<file path="config.mk">
export PLATFORM = sky130hd
export DESIGN_NAME = coap_message_parser_flat
export DESIGN_NICKNAME = d
export VERILOG_FILES = /design/src/hw/rtl/coap_pkg.sv /design/src/hw/rtl/coap_if.sv /design/src/hw/rtl/coap_message_parser.sv /design/src/flat_wrapper.sv
export SDC_FILE = /design/constraint.sdc
export NUM_CORES = 1
export LEC_CHECK = 0
export BUFFER_PORTS_ARGS = -buffer_cell sky130_fd_sc_hd__buf_4
export CAP_MARGIN = 20
export CORE_MARGIN = 5
export CORE_UTILIZATION = 50
export DETAILED_ROUTE_END_ITERATION = 8
export GPL_TIMING_DRIVEN = 1
export PLACE_DENSITY = 0.72
export SLEW_MARGIN = 10
export SYNTH_ARGS = -nofsm -noshare
export SYNTH_HDL_FRONTEND = slang
export SYNTH_SLANG_ARGS = --single-unit
</file>
<file path="constraint.sdc">
create_clock -name clk -period 7.7 [get_ports clk]
set_clock_uncertainty 0.15 [all_clocks]
set_input_delay 1.54 -clock clk [delete_from_list [all_inputs] [get_ports clk]]
set_output_delay 1.54 -clock clk [all_outputs]
set_load 0.005 [all_outputs]
</file>
<file path="src/hw/rtl/coap_pkg.sv">
// Shared types and constants for the CoAP message parser.
// Holds the parse phase enum, byte class and status codes, and the result record.
// No dependencies.
`default_nettype none

package coap_pkg;

  typedef enum logic [3:0] {
    PH_HEADER  = 4'd0,
    PH_TOKEN   = 4'd1,
    PH_OPTHEAD = 4'd2,
    PH_D1      = 4'd3,
    PH_D2HI    = 4'd4,
    PH_D2LO    = 4'd5,
    PH_L1      = 4'd6,
    PH_L2HI    = 4'd7,
    PH_L2LO    = 4'd8,
    PH_VALUE   = 4'd9,
    PH_PAYLOAD = 4'd10,
    PH_SKIP    = 4'd11
  } phase_t;

  typedef logic [2:0] kind_t;
  localparam kind_t K_HEADER  = 3'd0;
  localparam kind_t K_TOKEN   = 3'd1;
  localparam kind_t K_OPTHEAD = 3'd2;
  localparam kind_t K_OPTEXT  = 3'd3;
  localparam kind_t K_VALUE   = 3'd4;
  localparam kind_t K_MARKER  = 3'd5;
  localparam kind_t K_PAYLOAD = 3'd6;
  localparam kind_t K_IGNORED = 3'd7;

  typedef logic [2:0] status_t;
  localparam status_t ST_BUSY    = 3'd0;
  localparam status_t ST_OK      = 3'd1;
  localparam status_t ST_SHORT   = 3'd2;
  localparam status_t ST_VERSION = 3'd3;
  localparam status_t ST_TOKEN   = 3'd4;
  localparam status_t ST_BADOPT  = 3'd5;
  localparam status_t ST_TRUNC   = 3'd6;

  localparam logic [7:0]  PAYLOAD_MARK = 8'hFF;
  localparam logic [3:0]  NIB_EXT8     = 4'd13;
  localparam logic [3:0]  NIB_EXT16    = 4'd14;
  localparam logic [3:0]  NIB_RSVD     = 4'd15;
  localparam logic [1:0]  COAP_VER     = 2'b01;
  localparam logic [3:0]  TKL_MAX      = 4'd8;
  localparam logic [16:0] EXT8_BIAS    = 17'd13;
  localparam logic [16:0] EXT16_BIAS   = 17'd269;

  typedef struct packed {
    kind_t        byte_kind;
    logic [7:0]   data_byte;
    logic [1:0]   msg_type;
    logic [3:0]   token_len;
    logic [7:0]   msg_code;
    logic [15:0]  msg_id;
    logic [15:0]  opt_number;
    logic [15:0]  opt_length;
    logic [4:0]   opt_count;
    logic         is_final;
    status_t      status;
  } result_t;

endpackage

`default_nettype wire

</file>
<file path="src/hw/rtl/coap_if.sv">
// Valid/ready channel interfaces for the CoAP message parser.
// coap_in_if carries datagram bytes, coap_out_if carries classified results.
// No dependencies.
`default_nettype none

interface coap_in_if;
  logic       valid;
  logic       ready;
  logic [7:0] in_byte;
  logic       last_byte;

  modport source (output valid, output in_byte, output last_byte, input ready);
  modport sink   (input valid, input in_byte, input last_byte, output ready);
endinterface

interface coap_out_if;
  logic        valid;
  logic        ready;
  logic [2:0]  byte_kind;
  logic [7:0]  data_byte;
  logic [1:0]  msg_type;
  logic [3:0]  token_len;
  logic [7:0]  msg_code;
  logic [15:0] msg_id;
  logic [15:0] opt_number;
  logic [15:0] opt_length;
  logic [4:0]  opt_count;
  logic        is_final;
  logic [2:0]  status;

  modport source (output valid, output byte_kind, output data_byte, output msg_type,
                  output token_len, output msg_code, output msg_id, output opt_number,
                  output opt_length, output opt_count, output is_final, output status,
                  input ready);
  modport sink   (input valid, input byte_kind, input data_byte, input msg_type,
                  input token_len, input msg_code, input msg_id, input opt_number,
                  input opt_length, input opt_count, input is_final, input status,
                  output ready);
endinterface

`default_nettype wire

</file>
<file path="src/hw/rtl/coap_message_parser.sv">
// CoAP message parser: classifies one datagram byte per transaction.
// Each accepted byte's result is registered in the result queue and offered on tx in order.
// Throughput: one byte per cycle unless the result queue is full; parse state updates in one pass per byte.
// A two-entry result queue keeps rx open while one result waits on tx.
// Reset (rst, synchronous) returns to header phase, clears held fields, empties queue.
// Depends on coap_pkg and coap_if.
`default_nettype none

module coap_message_parser
  import coap_pkg::*;
#(
  parameter int MAX_DATAGRAM = 1024,
  parameter int MAX_OPTIONS  = 16
) (
  input  wire          clk,
  input  wire          rst,
  coap_in_if.sink      rx,
  coap_out_if.source   tx
);

  localparam int POS_W = $clog2(MAX_DATAGRAM + 1);
  localparam int CNT_W = $clog2(MAX_OPTIONS + 1);

  // parse state
  phase_t             phase, phase_next;
  logic [POS_W-1:0]   pos, pos_next;
  logic [1:0]         held_type, held_type_next;
  logic [3:0]         held_tkl, held_tkl_next;
  logic [7:0]         held_code, held_code_next;
  logic [15:0]        held_id, held_id_next;
  logic [15:0]        run_opt, run_opt_next;
  logic [7:0]         ext_hi, ext_hi_next;
  logic [15:0]        left, left_next;
  logic [3:0]         pend_len, pend_len_next;
  logic [CNT_W-1:0]   opt_cnt, opt_cnt_next;
  status_t            err, err_next;
  logic [15:0]        opt_len, opt_len_next;

  logic               accept;
  logic [7:0]         b;
  logic               fin;
  logic               in_range;
  logic               active;
  logic               opts_full;

  logic [16:0]        ext16_val;
  logic [16:0]        ext8_val;
  logic [16:0]        delta_val;
  logic [17:0]        delta_sum;
  logic [16:0]        len_val;
  logic [3:0]         len_nib;
  logic               do_delta;
  logic               do_len;

  kind_t              kind;
  status_t            status;
  result_t            res;
  logic [6:0]         cnt_wide;

  assign b         = rx.in_byte;
  assign fin       = rx.last_byte;
  assign accept    = rx.valid && rx.ready;
  assign in_range  = (pos < POS_W'(MAX_DATAGRAM));
  assign active    = in_range && (err == ST_BUSY);
  assign opts_full = (opt_cnt >= CNT_W'(MAX_OPTIONS));

  assign ext8_val  = {9'd0, b} + EXT8_BIAS;
  assign ext16_val = {1'b0, ext_hi, b} + EXT16_BIAS;
  assign len_nib   = (phase == PH_OPTHEAD) ? b[3:0] : pend_len;

  always_comb begin
    case (phase)
      PH_D1:   delta_val = ext8_val;
      PH_D2LO: delta_val = ext16_val;
      default: delta_val = {13'd0, b[7:4]};
    endcase
  end
  assign delta_sum = {2'b00, run_opt} + {1'b0, delta_val};

  // next-state logic
  always_comb begin
    phase_next    = phase;
    pos_next      = pos;
    held_type_next = held_type;
    held_tkl_next = held_tkl;
    held_code_next = held_code;
    held_id_next  = held_id;
    run_opt_next  = run_opt;
    ext_hi_next   = ext_hi;
    left_next     = left;
    pend_len_next = pend_len;
    opt_cnt_next  = opt_cnt;
    err_next      = err;
    opt_len_next  = opt_len;
    do_delta      = 1'b0;
    do_len        = 1'b0;
    len_val       = {13'd0, len_nib};

    if (in_range) begin
      pos_next = pos + POS_W'(1);
    end
    if (active) begin
      case (phase)
        PH_HEADER: begin
          case (pos[1:0])
            2'd0: begin
              held_type_next = b[5:4];
              held_tkl_next  = b[3:0];
              if (b[7:6] != COAP_VER) begin
                err_next = ST_VERSION;
              end else if (b[3:0] > TKL_MAX) begin
                err_next = ST_TOKEN;
              end
            end
            2'd1: held_code_next = b;
            2'd2: held_id_next = {b, 8'd0};
            default: begin
              held_id_next = {held_id[15:8], b};
              left_next    = {12'd0, held_tkl};
              phase_next   = (held_tkl != 4'd0) ? PH_TOKEN : PH_OPTHEAD;
            end
          endcase
        end
        PH_TOKEN, PH_VALUE: begin
          if (left != 16'd0) begin
            left_next = left - 16'd1;
          end
          if (left_next == 16'd0) begin
            phase_next = PH_OPTHEAD;
          end
        end
        PH_OPTHEAD: begin
          if (b == PAYLOAD_MARK) begin
            phase_next = PH_PAYLOAD;
          end else if (opts_full) begin
            phase_next = PH_SKIP;
          end else begin
            pend_len_next = b[3:0];
            if (b[7:4] == NIB_RSVD || b[3:0] == NIB_RSVD) begin
              err_next = ST_BADOPT;
            end else if (b[7:4] == NIB_EXT8) begin
              phase_next = PH_D1;
            end else if (b[7:4] == NIB_EXT16) begin
              phase_next = PH_D2HI;
            end else begin
              do_delta = 1'b1;
            end
          end
        end
        PH_D1, PH_D2LO: do_delta = 1'b1;
        PH_D2HI, PH_L2HI: begin
          ext_hi_next = b;
          phase_next  = (phase == PH_D2HI) ? PH_D2LO : PH_L2LO;
        end
        PH_L1: begin
          do_len  = 1'b1;
          len_val = ext8_val;
        end
        PH_L2LO: begin
          do_len  = 1'b1;
          len_val = ext16_val;
        end
        default: begin
        end
      endcase

      if (do_delta) begin
        if (delta_sum[17:16] != 2'b00) begin
          err_next = ST_BADOPT;
        end else begin
          run_opt_next = delta_sum[15:0];
          if (len_nib == NIB_EXT8) begin
            phase_next = PH_L1;
          end else if (len_nib == NIB_EXT16) begin
            phase_next = PH_L2HI;
          end else begin
            do_len = 1'b1;
          end
        end
      end

      if (do_len) begin
        if (len_val[16]) begin
          err_next = ST_BADOPT;
        end else begin
          opt_len_next = len_val[15:0];
          left_next    = len_val[15:0];
          opt_cnt_next = opt_cnt + CNT_W'(1);
          phase_next   = (len_val != 17'd0) ? PH_VALUE : PH_OPTHEAD;
        end
      end
    end
  end

  // byte class and end-of-message status
  always_comb begin
    kind = K_IGNORED;
    if (active) begin
      case (phase)
        PH_HEADER:  kind = K_HEADER;
        PH_TOKEN:   kind = K_TOKEN;
        PH_OPTHEAD: begin
          if (b == PAYLOAD_MARK) begin
            kind = K_MARKER;
          end else if (opts_full) begin
            kind = K_IGNORED;
          end else begin
            kind = K_OPTHEAD;
          end
        end
        PH_D1, PH_D2HI, PH_D2LO, PH_L1, PH_L2HI, PH_L2LO: kind = K_OPTEXT;
        PH_VALUE:   kind = K_VALUE;
        PH_PAYLOAD: kind = K_PAYLOAD;
        default:    kind = K_IGNORED;
      endcase
    end

    status = ST_BUSY;
    if (fin) begin
      if (pos_next < POS_W'(4)) begin
        status = ST_SHORT;
      end else if (err_next != ST_BUSY) begin
        status = err_next;
      end else if (phase_next inside {[PH_D1:PH_VALUE]}) begin
        status = ST_TRUNC;
      end else begin
        status = ST_OK;
      end
    end
  end

  assign cnt_wide = 7'(opt_cnt_next);

  always_comb begin
    res.byte_kind  = kind;
    res.data_byte  = b;
    res.msg_type   = held_type_next;
    res.token_len  = held_tkl_next;
    res.msg_code   = held_code_next;
    res.msg_id     = held_id_next;
    res.opt_number = run_opt_next;
    res.opt_length = opt_len_next;
    res.opt_count  = (cnt_wide > 7'd31) ? 5'd31 : cnt_wide[4:0];
    res.is_final   = fin;
    res.status     = status;
  end

  // clear per-message state on reset or after the final byte, else update it per accepted byte
  always_ff @(posedge clk) begin
    if (rst || (accept && fin)) begin
      phase     <= PH_HEADER;
      pos       <= '0;
      held_type <= '0;
      held_tkl  <= '0;
      held_code <= '0;
      held_id   <= '0;
      run_opt   <= '0;
      ext_hi    <= '0;
      left      <= '0;
      pend_len  <= '0;
      opt_cnt   <= '0;
      err       <= ST_BUSY;
      opt_len   <= '0;
    end else if (accept) begin
      phase     <= phase_next;
      pos       <= pos_next;
      held_type <= held_type_next;
      held_tkl  <= held_tkl_next;
      held_code <= held_code_next;
      held_id   <= held_id_next;
      run_opt   <= run_opt_next;
      ext_hi    <= ext_hi_next;
      left      <= left_next;
      pend_len  <= pend_len_next;
      opt_cnt   <= opt_cnt_next;
      err       <= err_next;
      opt_len   <= opt_len_next;
    end
  end

  // two-entry result queue
  result_t    q [2];
  logic       wr_ptr;
  logic       rd_ptr;
  logic [1:0] fill;
  logic       pop;
  result_t    head;

  assign rx.ready = (fill != 2'd2);
  assign pop      = tx.valid && tx.ready;
  assign tx.valid = (fill != 2'd0);
  assign head     = q[rd_ptr];

  always_ff @(posedge clk) begin
    if (accept) begin
      q[wr_ptr] <= res;
    end
  end

  always_ff @(posedge clk) begin
    if (rst) begin
      wr_ptr <= 1'b0;
      rd_ptr <= 1'b0;
      fill   <= 2'd0;
    end else begin
      if (accept) begin
        wr_ptr <= ~wr_ptr;
      end
      if (pop) begin
        rd_ptr <= ~rd_ptr;
      end
      case ({accept, pop})
        2'b10:   fill <= fill + 2'd1;
        2'b01:   fill <= fill - 2'd1;
        default: fill <= fill;
      endcase
    end
  end

  assign tx.byte_kind  = head.byte_kind;
  assign tx.data_byte  = head.data_byte;
  assign tx.msg_type   = head.msg_type;
  assign tx.token_len  = head.token_len;
  assign tx.msg_code   = head.msg_code;
  assign tx.msg_id     = head.msg_id;
  assign tx.opt_number = head.opt_number;
  assign tx.opt_length = head.opt_length;
  assign tx.opt_count  = head.opt_count;
  assign tx.is_final   = head.is_final;
  assign tx.status     = head.status;

  a_fill_bound: assert property (@(posedge clk) disable iff (rst)
    fill != 2'd3)
    else $error("result queue overfilled");

  a_status_only_final: assert property (@(posedge clk) disable iff (rst)
    tx.valid && !tx.is_final |-> tx.status == ST_BUSY)
    else $error("status reported on a non-final byte");

  a_clear_after_final: assert property (@(posedge clk) disable iff (rst)
    accept && fin |=> pos == '0 && phase == PH_HEADER && err == ST_BUSY)
    else $error("message state not cleared after final byte");

  a_header_position: assert property (@(posedge clk) disable iff (rst)
    phase == PH_HEADER && err == ST_BUSY |-> pos < POS_W'(4))
    else $error("header phase past fourth byte");

  a_opt_limit: assert property (@(posedge clk) disable iff (rst)
    opt_cnt <= CNT_W'(MAX_OPTIONS))
    else $error("option count above limit");

endmodule

`default_nettype wire

</file>
<file path="src/flat_wrapper.sv">
// flat-port wrapper written by rule: the top's interface ports become plain ports
module coap_message_parser_flat import coap_pkg::*;
#(
  parameter int MAX_DATAGRAM = 1024,
  parameter int MAX_OPTIONS  = 16
)
  (clk, rst, rx_valid, rx_in_byte, rx_last_byte, rx_ready, tx_valid, tx_byte_kind, tx_data_byte, tx_msg_type, tx_token_len, tx_msg_code, tx_msg_id, tx_opt_number, tx_opt_length, tx_opt_count, tx_is_final, tx_status, tx_ready);
  coap_in_if rx_i ();
  coap_out_if tx_i ();
  input  wire clk;
  input  wire rst;
  input wire logic [$bits(rx_i.valid)-1:0] rx_valid;
  input wire logic [$bits(rx_i.in_byte)-1:0] rx_in_byte;
  input wire logic [$bits(rx_i.last_byte)-1:0] rx_last_byte;
  output wire logic [$bits(rx_i.ready)-1:0] rx_ready;
  output wire logic [$bits(tx_i.valid)-1:0] tx_valid;
  output wire logic [$bits(tx_i.byte_kind)-1:0] tx_byte_kind;
  output wire logic [$bits(tx_i.data_byte)-1:0] tx_data_byte;
  output wire logic [$bits(tx_i.msg_type)-1:0] tx_msg_type;
  output wire logic [$bits(tx_i.token_len)-1:0] tx_token_len;
  output wire logic [$bits(tx_i.msg_code)-1:0] tx_msg_code;
  output wire logic [$bits(tx_i.msg_id)-1:0] tx_msg_id;
  output wire logic [$bits(tx_i.opt_number)-1:0] tx_opt_number;
  output wire logic [$bits(tx_i.opt_length)-1:0] tx_opt_length;
  output wire logic [$bits(tx_i.opt_count)-1:0] tx_opt_count;
  output wire logic [$bits(tx_i.is_final)-1:0] tx_is_final;
  output wire logic [$bits(tx_i.status)-1:0] tx_status;
  input wire logic [$bits(tx_i.ready)-1:0] tx_ready;
  assign rx_i.valid = rx_valid;
  assign rx_i.in_byte = rx_in_byte;
  assign rx_i.last_byte = rx_last_byte;
  assign rx_ready = rx_i.ready;
  assign tx_valid = tx_i.valid;
  assign tx_byte_kind = tx_i.byte_kind;
  assign tx_data_byte = tx_i.data_byte;
  assign tx_msg_type = tx_i.msg_type;
  assign tx_token_len = tx_i.token_len;
  assign tx_msg_code = tx_i.msg_code;
  assign tx_msg_id = tx_i.msg_id;
  assign tx_opt_number = tx_i.opt_number;
  assign tx_opt_length = tx_i.opt_length;
  assign tx_opt_count = tx_i.opt_count;
  assign tx_is_final = tx_i.is_final;
  assign tx_status = tx_i.status;
  assign tx_i.ready = tx_ready;
  coap_message_parser #(.MAX_DATAGRAM(MAX_DATAGRAM), .MAX_OPTIONS(MAX_OPTIONS)) u_core (.clk(clk), .rst(rst), .rx(rx_i), .tx(tx_i));
endmodule
</file>
[Yosys cells after proc, flatten, opt, wreduce, memory -nomap -nowiden]
Memory sizes are Yosys's and may differ from the RTL's. A register that Yosys moved wholly into a read port is not among the register bits.
Cells that the tools add are included.
W data, S select, Z words.
Operators by class
  $add $sub $neg: 8
  bitwise gates (word level): 4
  magnitude comparators: 7
  eq/ne operators: 23
  muxes and demuxes: 90
  reduce and logical (&&, ||, !) cells: 28
Operators by type and width (count)
  $mux W16: 14
  $mux W4: 20
  $pmux W17 S2: 2
  $pmux W16 S2: 2
  $mux W3: 18
  $eq A4 B4 Y1 const B: 9
  $mux W8: 3
  $mux W5: 4
  $add A16 B17 Y18: 1
  $pmux W3 S6: 1
  $add A16 B9 Y17 const B: 1
  $mux W17: 1
  $reduce_bool A17 Y1: 1
  $eq A4 B3 Y1 const B: 4
  $logic_not A16 Y1: 1
  $mux W1: 16
  $pmux W4 S4: 1
  $reduce_bool A16 Y1: 1
  $sub A16 B1 Y16 const B: 1
  $add A11 B1 Y11 const B: 1
  $lt A11 B11 Y1 const B: 1
  $lt A11 B3 Y1 const B: 1
  $mux W11: 1
  $reduce_or A2 Y1: 5
  other kinds (34): 50
Word-level totals
  bits of input ports: 13
  output and inout bits: 84
  memories kept: 1
  register bits: 117
  RAM bits: 164
Memory list
  u_core.q: words 2, width 82, rd ports 1, clocked after memory_dff 1, wr ports 1, line coap_message_parser.sv:282  | result_t q [2];

[Longest topological paths before layout]
  depth after elaboration: 20
  mapped depth: 20
  gate-level depth less buffers: 17

[Worst setup path after synthesis]
Ideal clock, no wire load.
  path kind: input port to flip-flop
  start point: in rx_valid
  end point: mem u_core.q[0][0] in the netlist's numbering, enable pin
  buffers on the path: 3
  cell stages on the path: 6
  arrival time: 5898 ps
  slack: 1128 ps
  library setup time: 523 ps
  required time: 7027 ps
  cell sequence: and2_1 -> clkbuf_1 -> inv_1 -> clkbuf_1 -> clkbuf_1 -> nor2_1
Between the ends
  word-level cells in the longest chain between the ends: 3
Ends and longest elaborated chain
  start: declaration: line flat_wrapper.sv:12  | input wire logic [$bits(rx_i.valid)-1:0] rx_valid;
  $logic_and A1 B1 Y1: line coap_message_parser.sv:62  | assign accept = rx.valid && rx.ready;
  $mux W1: line coap_message_parser.sv:295  | if (accept) begin
  $mux W1 (not written as such): line coap_message_parser.sv:296  | q[wr_ptr] <= res;
  end: declaration: line coap_message_parser.sv:282
Every way passes these cells.

==> flow_metrics.env <==
export IMPL_fp_dieH_um=178
export IMPL_cts_sinks=282
export IMPL_antenna_cells=0
export IMPL_whs_path_depth=2
export IMPL_outcome="finished, final reports clean"
export IMPL_path_buf_inv=3
export IMPL_cts_resized=0
export IMPL_port_buffers=96
export IMPL_crit_arrival_ns=5.89
export IMPL_setup_viol=0
export IMPL_yosysWarningCount=0
export IMPL_synth_edf_count=164
export IMPL_synth_nets=1419
export IMPL_fin_util_pct=57.8
export IMPL_clock_latency_ns=0.55
export IMPL_final_max_slew_viol_count=0
export IMPL_clock_path_buffers=3
export IMPL_synth_cells=1379
export IMPL_grt_pass1_vias=10500
export IMPL_avgSynthCellArea_um2=10.3
export IMPL_ys_ff_latch=282
export IMPL_ys_seq_area_share_pct=51.5
export IMPL_p_leak_nw=5.90
export IMPL_ys_types=75
export IMPL_io_pins=97
export IMPL_holdBufCountCts=0
export IMPL_slew_headroom_pct=32.5
export IMPL_cts_root_buf="clkbuf_16"
export IMPL_syn_area_um2=14200
export IMPL_wire_per_inst_um=19.6
export IMPL_drtAntennaViolNets=0
export IMPL_clk_pin_slew_worst_paths_ns=0.06
export IMPL_hpwl_um=24300
export IMPL_rsz0062_at_grt="no"
export IMPL_cts_tree="built"
export IMPL_synthFlopType="edfxtp_1"
export IMPL_start_kind="flip-flop"
export IMPL_layout_common_cells="164 x edfxtp_1, 144 x nor2_1, 133 x nand2_1"
export IMPL_async_flop_share_pct=0
export IMPL_fp_row_count=61
export IMPL_r2r_worst_path_cells=19
export IMPL_drive_gt1_share_pct=19.1
export IMPL_setup_tns_final_ns=0
export IMPL_grt_max_degree=56
export IMPL_start_util_pct=50.8
export IMPL_drc=0
export IMPL_fmax_ghz=0.174
export IMPL_finalHoldViolCount=0
export IMPL_vdd_drop_max_uv=316
export IMPL_final_common_cell="edfxtp_1"
export IMPL_detail_route_wirelength_um=36000
export IMPL_worstMarginPinSlew_ns=1.01
export IMPL_critical_path_class="reg2reg"
export IMPL_period_minus_slack_ns=5.74
export IMPL_cp_top_family="compound AO/OA/AOI/OAI gates"
export IMPL_area_delta_synth_final_pct=13.7
export IMPL_cp_max_fo=21
export IMPL_firstDrtPassIters=5
export IMPL_finalNetCount=1478
export IMPL_globalRoute_totalOverflow=0
export IMPL_die_area_um2=31800
export IMPL_grt_pass1_wl_um=57500
export IMPL_track_usage_pct=22.4
export IMPL_vias=10900
export IMPL_post_route_period_util_pct=74.5
export IMPL_power_density_nw_per_um2=299
export IMPL_first_iter_violations=1092
export IMPL_core_area_um2=27900
export IMPL_path_cells="nor2b_1 > o211ai_1 > nand2_1 > o21ai_0 > ha_1 > inv_1 > fa_1 > nand2b_1 > a21oi_1 > o211ai_1 > a211o_1 > a211oi_2 > buf_4 > a21o_1 > buf_4 > a211oi_1 > o311ai_0 > a21boi_2 > a41o_1"
export IMPL_crit_cells=19
export IMPL_hold_class="reg2reg"
export IMPL_post_cts_buffers=0
export IMPL_place_gp_congestion=0.959
export IMPL_numCtsBuffers=29
export IMPL_cp_required_ns=7.85
export IMPL_die_x_um=178
export IMPL_maxCapViolCount=0
export IMPL_antenna_found_initial=0
export IMPL_slowest_delay_ns=0.82
export IMPL_cts_htree_levels=1
export IMPL_slowest_stage="dfxtp_1"
export IMPL_critPathCaptureType="flip-flop"
export IMPL_via_per_inst=5.93
==> report_power, final <==
| group | switching, W | total (W) | internal [W] |
|---|---|---|---|
| sequential | 0.000125 | 0.00201 | 0.00188 |
| combinational | 0.000790 | 0.00143 | 0.000643 |
| clock | 0.000576 | 0.00137 | 0.000792 |
| total | 0.00149 | 0.00481 | 0.00332 |
==> flip-flops by register name (all words and copies together), names as in the netlist, 2 cells and up, named ones only <==
signal and flops:
u_core.err 3, u_core.ext_hi 8, u_core.fill 2, u_core.held_code 8
u_core.held_id 16, u_core.held_tkl 4, u_core.held_type 2, u_core.left 16
u_core.opt_cnt 5, u_core.opt_len 16, u_core.pend_len 4, u_core.phase 4
u_core.pos 11, u_core.q 164, u_core.run_opt 16
==> worst paths after layout <==
check / start / slack (ns) / end
worst max-delay path: u_core.phase[2]$_SDFFE_PP0P_ / 1.96 / u_core.q[1][0]$_DFFE_PP_
worst min register to register: u_core.held_id[0]$_SDFFE_PP0P_ / 0.31 / u_core.held_id[0]$_SDFFE_PP0P_
worst min-delay path: u_core.held_id[0]$_SDFFE_PP0P_ / 0.31 / u_core.held_id[0]$_SDFFE_PP0P_
worst max register to register: u_core.phase[2]$_SDFFE_PP0P_ / 1.96 / u_core.q[1][0]$_DFFE_PP_
==> layer usage <==
metal,routed length (µm),share of wire [%],global-route usage (%)
met1,16000,44,31.4
met2,16400,46,36.1
met3,2570,7.1,3.71
met4,997,2.8,6.46
met5,0,0,0
==> area by class of cell <==
class,instances,area [µm²]
clock buffers,37,756
well taps,378,473
fillers,2353,11800
inverters,24,90.1
multi-input cells,988,6470
flip-flops and latches,282,7290
repair buffers,113,861
clock inverters,16,159
==> synth_stat cells, drive strengths merged (24+ instances only) <==
library cell | count | area share [%]
nor3 | 51 | 1.8
inv | 24 | 0.64
nand2b | 25 | 1.1
edfxtp | 164 | 35
a21oi | 90 | 3.2
xnor2 | 31 | 1.9
nor2 | 145 | 3.8
nand2 | 135 | 3.6
dfxtp | 118 | 17
clkbuf | 68 | 1.8
o21ai | 72 | 2.5
nand3 | 27 | 0.95
mux2 | 105 | 8.4
ha | 26 | 2.3
==> cells by family (layout without fill, tap and decap cells) <==
family                   after synthesis  after routing  synth area share (%)
adder cells (fa/ha/maj)               27             27                  2.44
buffers and inverters                109            190                  2.98
multiplexers                         122            122                  9.56
AND/OR/NAND/NOR                      478            478                  16.0
flip-flops                           282            282                  51.5
XOR/XNOR                              50             50                  3.09
AO/OA/AOI/OAI                        311            311                  14.4
==> worst reg2reg max path, cell delays in order (launching register included) <==
cell,delay (ns)
dfxtp_1,0.82
nor2b_1,0.14
o211ai_1,0.82
nand2_1,0.12
o21ai_0,0.14
ha_1,0.23
inv_1,0.06
fa_1,0.39
nand2b_1,0.18
a21oi_1,0.24
o211ai_1,0.16
a211o_1,0.34
a211oi_2,0.23
buf_4,0.20
a21o_1,0.16
buf_4,0.23
a211oi_1,0.10
o311ai_0,0.39
a21boi_2,0.13
a41o_1,0.25
==> stage by stage <==
stage          worst slack [ns]  instance area (µm²)  total power, W  instances  hold WS, ns
3_3_place_gp               1.54                15200         0.00345       1784        0.288
3_5_place_dp               1.45                15200         0.00347       1784        0.299
5_1_grt                    1.58                16100         0.00506       1838        0.323
6_report                   1.96                16100         0.00481       1838        0.305
4_1_cts                    2.00                16100         0.00484       1837        0.307
2_1_floorplan              1.13                14200         0.00289       1379        0.283
(Power assumes the default switching activity.)
